### src/ids_pkg.sv
// shared types and constants for the ignition dwell and spark timer
`timescale 1ns / 1ps

package ids_pkg;

    localparam int unsigned COUNT_W  = 16;
    localparam int unsigned CFG_IDX_W = 1;
    localparam int unsigned CFG_DATA_W = 16;

    // register indexes on the configuration port
    localparam logic [CFG_IDX_W-1:0] CFG_MAX_DWELL = 1'd0;
    localparam logic [CFG_IDX_W-1:0] CFG_REV_LIMIT = 1'd1;

    // item commands
    localparam logic CMD_TICK  = 1'b0;
    localparam logic CMD_CRANK = 1'b1;

    // reset values
    localparam logic [COUNT_W-1:0] MAX_DWELL_RST = 16'd2250;
    localparam logic [COUNT_W-1:0] REV_LIMIT_RST = 16'd1648;
    localparam logic [COUNT_W-1:0] COMPARE_RST   = 16'hFFFF;

    typedef struct packed {
        logic               command;
        logic [COUNT_W-1:0] spark_delay;
        logic [COUNT_W-1:0] dwell_counts;
    } in_item_t;

    typedef struct packed {
        logic               coil_drive;
        logic               ignition_enabled;
        logic [COUNT_W-1:0] period_counts;
        logic               period_fresh;
        logic [COUNT_W-1:0] dwell_start;
    } out_item_t;

    typedef struct packed {
        logic [COUNT_W-1:0] max_dwell;
        logic [COUNT_W-1:0] rev_limit;
    } cfg_regs_t;

endpackage

### src/ids_stream_if.sv
// valid/ready stream interfaces for command items and result items
`timescale 1ns / 1ps

interface ids_in_if;
    logic              valid;
    logic              ready;
    ids_pkg::in_item_t data;

    modport source (output valid, output data, input ready);
    modport sink   (input valid, input data, output ready);
endinterface

interface ids_out_if;
    logic               valid;
    logic               ready;
    ids_pkg::out_item_t data;

    modport source (output valid, output data, input ready);
    modport sink   (input valid, input data, output ready);
endinterface

### src/ids_dwell_calc.sv
// dwell-start compare value from period, spark delay and requested dwell
`timescale 1ns / 1ps

module ids_dwell_calc
(
    input  logic [ids_pkg::COUNT_W-1:0] period,
    input  logic [ids_pkg::COUNT_W-1:0] spark_delay,
    input  logic [ids_pkg::COUNT_W-1:0] dwell_counts,
    input  logic [ids_pkg::COUNT_W-1:0] max_dwell,
    output logic [ids_pkg::COUNT_W-1:0] dwell_start
);

    logic [ids_pkg::COUNT_W-1:0] dwell_clamped;

    assign dwell_clamped = (dwell_counts > max_dwell) ? max_dwell : dwell_counts;

    // all arithmetic wraps at 16 bits
    always_comb
    begin
        if (spark_delay > max_dwell)
        begin
            dwell_start = spark_delay - max_dwell;
        end
        else
        begin
            dwell_start = period + spark_delay - dwell_clamped;
        end
    end

endmodule

### src/ids_timer_core.sv
// timer state, compare matching and coil control for one item per cycle while step is high
`timescale 1ns / 1ps

module ids_timer_core
(
    input  logic                clk,
    input  logic                rst_n,
    input  logic                step,
    input  ids_pkg::in_item_t   item,
    input  ids_pkg::cfg_regs_t  cfg,
    output ids_pkg::out_item_t  result
);

    logic [ids_pkg::COUNT_W-1:0] tick_count_reg, tick_count_next;
    logic [ids_pkg::COUNT_W-1:0] last_period_reg, last_period_next;
    logic                        spark_enable_reg, spark_enable_next;
    logic [ids_pkg::COUNT_W-1:0] dwell_compare_reg, dwell_compare_next;
    logic [ids_pkg::COUNT_W-1:0] spark_compare_reg, spark_compare_next;
    logic                        coil_state_reg, coil_state_next;

    logic [ids_pkg::COUNT_W-1:0] count_inc;
    logic [ids_pkg::COUNT_W-1:0] dwell_point;

    assign count_inc = tick_count_reg + 1'b1;

    // on a crank edge the period is the current count
    ids_dwell_calc u_dwell_calc
    (
        .period       (tick_count_reg),
        .spark_delay  (item.spark_delay),
        .dwell_counts (item.dwell_counts),
        .max_dwell    (cfg.max_dwell),
        .dwell_start  (dwell_point)
    );

    always_comb
    begin
        tick_count_next    = tick_count_reg;
        last_period_next   = last_period_reg;
        spark_enable_next  = spark_enable_reg;
        dwell_compare_next = dwell_compare_reg;
        spark_compare_next = spark_compare_reg;
        coil_state_next    = coil_state_reg;

        if (item.command == ids_pkg::CMD_CRANK)
        begin
            last_period_next   = tick_count_reg;
            tick_count_next    = '0;
            spark_enable_next  = (tick_count_reg > cfg.rev_limit);
            spark_compare_next = item.spark_delay;
            dwell_compare_next = dwell_point;
        end
        else
        begin
            tick_count_next = count_inc;
            // wrap to zero cuts ignition before the compares are checked
            if (count_inc == '0)
            begin
                spark_enable_next = 1'b0;
            end
            if (count_inc == dwell_compare_reg)
            begin
                coil_state_next = spark_enable_next;
            end
            // spark match wins over dwell match
            if (count_inc == spark_compare_reg)
            begin
                coil_state_next = 1'b0;
            end
        end
    end

    always_ff @(posedge clk or negedge rst_n)
    begin
        if (!rst_n)
        begin
            tick_count_reg    <= '0;
            last_period_reg   <= '0;
            spark_enable_reg  <= 1'b1;
            dwell_compare_reg <= ids_pkg::COMPARE_RST;
            spark_compare_reg <= ids_pkg::COMPARE_RST;
            coil_state_reg    <= 1'b0;
        end
        else if (step)
        begin
            tick_count_reg    <= tick_count_next;
            last_period_reg   <= last_period_next;
            spark_enable_reg  <= spark_enable_next;
            dwell_compare_reg <= dwell_compare_next;
            spark_compare_reg <= spark_compare_next;
            coil_state_reg    <= coil_state_next;
        end
    end

    assign result.coil_drive       = coil_state_next;
    assign result.ignition_enabled = spark_enable_next;
    assign result.period_counts    = last_period_next;
    assign result.period_fresh     = (item.command == ids_pkg::CMD_CRANK);
    assign result.dwell_start      = dwell_compare_next;

endmodule

### src/ignition_dwell_spark_timer.sv
// top level: input register, timer core, result register and config registers
`timescale 1ns / 1ps

// Inductive ignition dwell and spark timer. Each transfer on in_item is one timer
// tick or one crank edge and yields exactly one result transfer on out_item.
// An item passes through the input register and then the result register, and
// one item is taken every cycle as long as out_item is drained; the timer state
// update is a single 16-bit add, subtract and compare pass, which sets this
// one-item-per-cycle rate. With out_item stalled, one further item is still taken
// into the input register only if that register is empty. The user must write
// max_dwell and rev_limit through cfg_we/cfg_index/cfg_data only while no item is
// in flight; the block itself does not enforce this.

module ignition_dwell_spark_timer
(
    input  logic                             clk,
    input  logic                             rst_n,
    ids_in_if.sink                           in_item,
    ids_out_if.source                        out_item,
    input  logic                             cfg_we,
    input  logic [ids_pkg::CFG_IDX_W-1:0]    cfg_index,
    input  logic [ids_pkg::CFG_DATA_W-1:0]   cfg_data
);

    logic               in_valid_reg;
    ids_pkg::in_item_t  in_data_reg;
    logic               out_valid_reg;
    ids_pkg::out_item_t out_data_reg;
    ids_pkg::cfg_regs_t cfg_reg;
    ids_pkg::out_item_t core_result;

    logic advance;
    logic step;

    assign advance = !out_valid_reg || out_item.ready;
    assign step    = in_valid_reg && advance;

    assign in_item.ready = !in_valid_reg || advance;

    always_ff @(posedge clk or negedge rst_n)
    begin
        if (!rst_n)
        begin
            cfg_reg.max_dwell <= ids_pkg::MAX_DWELL_RST;
            cfg_reg.rev_limit <= ids_pkg::REV_LIMIT_RST;
        end
        else if (cfg_we)
        begin
            case (cfg_index)
                ids_pkg::CFG_MAX_DWELL: cfg_reg.max_dwell <= cfg_data;
                ids_pkg::CFG_REV_LIMIT: cfg_reg.rev_limit <= cfg_data;
                default: ;
            endcase
        end
    end

    // input register
    always_ff @(posedge clk or negedge rst_n)
    begin
        if (!rst_n)
        begin
            in_valid_reg <= 1'b0;
        end
        else if (in_item.ready)
        begin
            in_valid_reg <= in_item.valid;
        end
    end

    always_ff @(posedge clk)
    begin
        if (in_item.valid && in_item.ready)
        begin
            in_data_reg <= in_item.data;
        end
    end

    ids_timer_core u_timer_core
    (
        .clk    (clk),
        .rst_n  (rst_n),
        .step   (step),
        .item   (in_data_reg),
        .cfg    (cfg_reg),
        .result (core_result)
    );

    // result register
    always_ff @(posedge clk or negedge rst_n)
    begin
        if (!rst_n)
        begin
            out_valid_reg <= 1'b0;
        end
        else if (advance)
        begin
            out_valid_reg <= in_valid_reg;
        end
    end

    always_ff @(posedge clk)
    begin
        if (step)
        begin
            out_data_reg <= core_result;
        end
    end

    assign out_item.valid = out_valid_reg;
    assign out_item.data  = out_data_reg;

endmodule

### src/flat_wrapper.sv
// flat-port wrapper written by rule: the top's interface ports become plain ports
module ignition_dwell_spark_timer_flat 
  (clk, rst_n, cfg_we, cfg_index, cfg_data, in_item_valid, in_item_data, in_item_ready, out_item_valid, out_item_data, out_item_ready);
  ids_in_if in_item_i ();
  ids_out_if out_item_i ();
  input  logic clk;
  input  logic rst_n;
  input  logic cfg_we;
  input  logic [ids_pkg::CFG_IDX_W-1:0] cfg_index;
  input  logic [ids_pkg::CFG_DATA_W-1:0] cfg_data;
  input wire logic [$bits(in_item_i.valid)-1:0] in_item_valid;
  input wire logic [$bits(in_item_i.data)-1:0] in_item_data;
  output wire logic [$bits(in_item_i.ready)-1:0] in_item_ready;
  output wire logic [$bits(out_item_i.valid)-1:0] out_item_valid;
  output wire logic [$bits(out_item_i.data)-1:0] out_item_data;
  input wire logic [$bits(out_item_i.ready)-1:0] out_item_ready;
  assign in_item_i.valid = in_item_valid;
  assign in_item_i.data = in_item_data;
  assign in_item_ready = in_item_i.ready;
  assign out_item_valid = out_item_i.valid;
  assign out_item_data = out_item_i.data;
  assign out_item_i.ready = out_item_ready;
  ignition_dwell_spark_timer u_core (.clk(clk), .rst_n(rst_n), .in_item(in_item_i), .out_item(out_item_i), .cfg_we(cfg_we), .cfg_index(cfg_index), .cfg_data(cfg_data));
endmodule
### config.mk
export PLATFORM = sky130hd
export DESIGN_NAME = ignition_dwell_spark_timer_flat
export DESIGN_NICKNAME = d
export VERILOG_FILES = /design/src/ids_pkg.sv /design/src/ids_stream_if.sv /design/src/ids_dwell_calc.sv /design/src/ids_timer_core.sv /design/src/ignition_dwell_spark_timer.sv /design/src/flat_wrapper.sv
export SDC_FILE = /design/constraint.sdc
export NUM_CORES = 1
export LEC_CHECK = 0
export BUFFER_PORTS_ARGS = -buffer_cell sky130_fd_sc_hd__buf_2
export CAP_MARGIN = 20
export CORE_UTILIZATION = 50
export CTS_CLUSTER_DIAMETER = 80
export DETAILED_ROUTE_END_ITERATION = 16
export MAX_ROUTING_LAYER = met4
export PLACE_DENSITY = 0.81
export SLEW_MARGIN = 20
export SYNTH_ARGS = -nofsm -noshare
export SYNTH_HDL_FRONTEND = slang
export SYNTH_HIERARCHICAL = 1
export SYNTH_SLANG_ARGS = --single-unit
### constraint.sdc
create_clock -name clk -period 13.6 [get_ports clk]
set_input_delay 0 -clock clk [delete_from_list [all_inputs] [get_ports clk]]
set_output_delay 0 -clock clk [all_outputs]
set_load 0.05 [all_outputs]
==> results.md <==
- The overall track demand over capacity in global routing is 25.8%.
- The detail-routed net length per standard cell is 19.3 um.
- Summed over all nets, the half-perimeter wirelength after detailed placement is 18300 um.
- The initial antenna violation count is 0.
- For the worst-skew pair, the clock arrives at the later sink with an insertion delay of 0.44 ns.
- The worst path required time is around 14 ns.
- The number of buffers created by CTS is 17.
- The total internal power is 1.34 mW.
- The congestion estimate from routability-driven global placement came to about 0.94.
- The floorplan step defined a die boundary enclosing about 0.022 mm^2.
- After clock tree synthesis, the setup repair step added 0 buffers.
- The number of vias per cell after detailed routing is about 5.8.
- edfxtp_1 takes more of the synthesized area than any other cell.
- For this run the aggregate overflow at the end of global routing stands at 0.
- After synthesis, the share of flip-flops with an asynchronous set or reset is 59.5%.
- The transition at the pin with the smallest max-transition slack is roughly 1.1 ns.
- During synthesis, Yosys emitted a total of 6 warnings.
- The total I/O pin count is 92.
- In this run, synthesis inferred 68 flip-flops with an integrated enable.
- The path class of the tightest hold or removal check is primary input to asynchronous set/reset pin.
- In this run, the number of DRC markers left after iteration 0 of detailed routing was 631.
- The synthesized design contains 168 register bits.
- The finished cells cover roughly 0.012 mm^2.
- Synthesis handed over a netlist of about 940 instances.
- The number of global-route vias before repair is about 7700.
- The achievable clock frequency is between 150 and 200 MHz.
- Counting instances in the post-synthesis netlist gives the leading cell types as 95 x mux2_2, 76 x a21oi_1, 68 x edfxtp_1, 66 x ha_1.
- CTS built an H-tree with a depth of 4.
- The flow ran to the end, and the final reports show no timing, DRC or antenna violations.
- Among all stages on the critical path, the largest delay is contributed by dfstp_2.
- Power spread over the standard cell area amounts to between 150 and 200 mW/mm^2.
- OpenSTA, run right after detailed placement, puts the worst setup slack at ~8 ns.
- The number of sinks on the clock net is 168.
- The placeable core area is 0.0204 mm^2.
- The fraction of layout cells with a size suffix above 1 is a little over a quarter.
- In the post-synthesis netlist, the biggest area contributors are edfxtp_1 19%, dfrtp_1 14%, dfstp_2 11%, mux2_2 10%, ha_1 7.9%.
- The final wirelength is 25900 um.
- The mean post-synth cell area is about 11 um^2.
- The total of hold buffers inserted after clock tree synthesis is 53.
- Along the worst path, the maximum fanout reaches 30.
- The starting density of the core is 51.4%.
- The area of combinational cells with multiple inputs is ~0.0054 mm^2.
- The number of setup violations in the final report is 0.
- At the end of the flow, the number of nets in the layout was 1197.
- Relative to the synthesized area, the layout overhead comes to 16.1%.
- The combinational power share is 42.5%.
- The number of distinct library cells after synthesis is 74.
- For this run, design rule violations remaining after detail routing come to 0.
- The signal arrival time at the worst endpoint is 5.66 ns.
- The deepest clock path buffer count is 2.
- Entering global routing, the biggest net connects 56 pins.
- The final sum of negative setup slack is 0 ns.
- The die boundary width is 147 um.
- The worst-case headroom to the max-slew limit is 28.1%.
- The cell occurring most often along the worst timing path is ha_1.
- The sequential cell area is 0.00460 mm^2.
- The share of total power in sequential cells is 36.1%.
- Input and output buffers added on the ports amount to 91.
- The first detailed-routing pass took 5 iterations.
- The first-pass GRT wire length is approximately 41000 um.
- The fraction of synthesized cell area taken by the top area cell type is 19.5%.
- Once detail routing completed, the nets flagged for antenna violations numbered 0.
- 0 antenna diodes ended up in the layout.
- The number of gates given a new drive strength after cts is 0.
- Sequential elements use between 40% and 50% of the synthesized area.
- In the synthesized netlist the dominant register cell turns out to be edfxtp_1.
- The worst setup path is captured at a register.
- The share of the clock period used by the worst path after layout is 40.3%.
- CTS placed an instance of clkbuf_16 at the clock tree root.
- The delay of the slowest cell on the worst path is ~0.53 ns.
- Counting both buffers and inverters, the worst setup path holds a total of 3.
- In the post-route analysis, the smallest setup slack over all paths is 8.12 ns.
- TritonCTS built the clock tree.
- The net count after synthesis is 1074.
- In this run, the clock network consumes around a fifth of the power.
- Across the VDD grid, the largest voltage drop is 0.114 mV.
- The post-route clock skew is 0.0117 ns.
- The number of endpoints with negative hold slack in the final report came to 0.
- The switching fraction of total power is 39.3%.
- STA classifies the critical path startpoint as a register.
- The max-cap check violation count is 0.
- After floorplanning, the core was divided into 52 placement rows.
- The number of filler cells placed in the layout is 1683.
- The leakage power summed over all cells is 5.20 nW.
- The synthesized cell area is ~0.010 mm^2.
- Setup repair after global routing left no endpoint under its margin.
- The switching power of the nets is 0.869 mW.
- Grouping stages by cell kind, the critical path spends the most delay in compound AO/OA/AOI/OAI gates.
- Clock-pin slew was measured on the worst setup and hold paths at 0.07 ns.
- The category of the most critical setup path is register to register.
- The register with the most flip-flops in the layout has 35 of them.
- By instance count, the leading cell after synthesis is mux2_2.
- Across all hold checks on the routed design, the worst slack comes to 0.123 ns.
- The minimum clock period after layout is 5.48 ns.
- The instance area after placement is 0.0111 mm^2.
- The total count of max-transition violations in the final report was 0.
- The critical path goes through inv_1 > ha_1 > nand4_1 > nor4_1 > nor3_1 > o31a_1 > nor2_1 > buf_4 > mux2_2 > ha_1 > inv_1 > ha_1 > fa_1 > a21o_1 > a21oi_1 > o21ai_0 > a21oi_1 > nor3_1 > and4b_1 > o32a_1 > mux2_2.
- The die outline height is 147 um.
- Detailed routing inserted a total of 7723 vias.
power groups by stage:
stage          sequential [mW]  clock, mW  combinational (mW)
4_1_cts                  0.796      0.480               0.929
3_3_place_gp             0.799          0               0.891
5_1_grt                  0.814      0.499                1.02
6_report                 0.798      0.473               0.940
2_1_floorplan            0.837          0               0.650
3_5_place_dp             0.805          0               0.907
metal layers:
layer	vias up	global-route usage (%)	routed length, um
met5	-	-	0
li1	3666	-	-
met2	312	40.5	12100
met4	0	9.18	677
met3	50	4.19	1440
met1	3695	34.0	11700
worst paths after layout:
| path | from | end | slack [ns] | depth (start not counted) |
|---|---|---|---|---|
| min reg2reg | u_core/u_timer_core/last_period_reg[1] | u_core/u_timer_core/last_period_reg[1] | 0.49 | 2 |
| max in group asynchronous | rst_n | u_core/cfg_reg[30] | 12.35 | 3 |
| min in group clk | cfg_we | u_core/cfg_reg[15] | 0.25 | 3 |
| min | rst_n | u_core/u_timer_core/last_period_reg[4] | 0.12 | 2 |
| max reg2reg | u_core/cfg_reg[27] | u_core/out_item.data[14] | 8.12 | 21 |
| max | u_core/cfg_reg[27] | u_core/out_item.data[14] | 8.12 | 21 |
through the flow:
stage               instances  power [mW]  util [%]
finish                   1343        2.21      59.7
global placement         1258        1.69      54.3
global route             1343        2.34      59.7
CTS                      1343        2.20      59.7
detailed placement       1258        1.71      54.3
floorplan                 937        1.49         -
area by class of cell:
| class | count | share of cell area, % |
|---|---|---|
| clock buffers | 20 | 3.66 |
| clock inverters | 12 | 0.965 |
| inverters | 57 | 1.75 |
| repair buffers | 153 | 8.66 |
| flip-flops and latches | 168 | 37.7 |
| well taps | 270 | 2.77 |
| multi-input cells | 663 | 44.5 |
placed cells by master (no fill, tap or decap), types with 40 or more instances in the layout:
cell type / count
mux2_2: 95
dfstp_2: 43
dlygate4sd3_1: 53
edfxtp_1: 68
xnor2_1: 40
dfrtp_1: 57
inv_1: 57
nand2_1: 40
a21oi_1: 76
ha_1: 66
nor2_1: 43
buf_2: 90
cells by family (layout without fill, tap and decap cells):
kind of cell	count (synthesis)	count (layout)	share of synthesized area (%)
xor gates and xnor gates	67	67	6.13
DFF	168	168	43.8
and+or+nand+nor	202	202	10.2
AOI/OAI and AO/OA	200	200	12.1
buffers and inverters	106	242	4.58
muxes	112	112	12.3
adders and majority gates	82	82	10.9
Note: power is estimated with default switching activity, not from simulation.
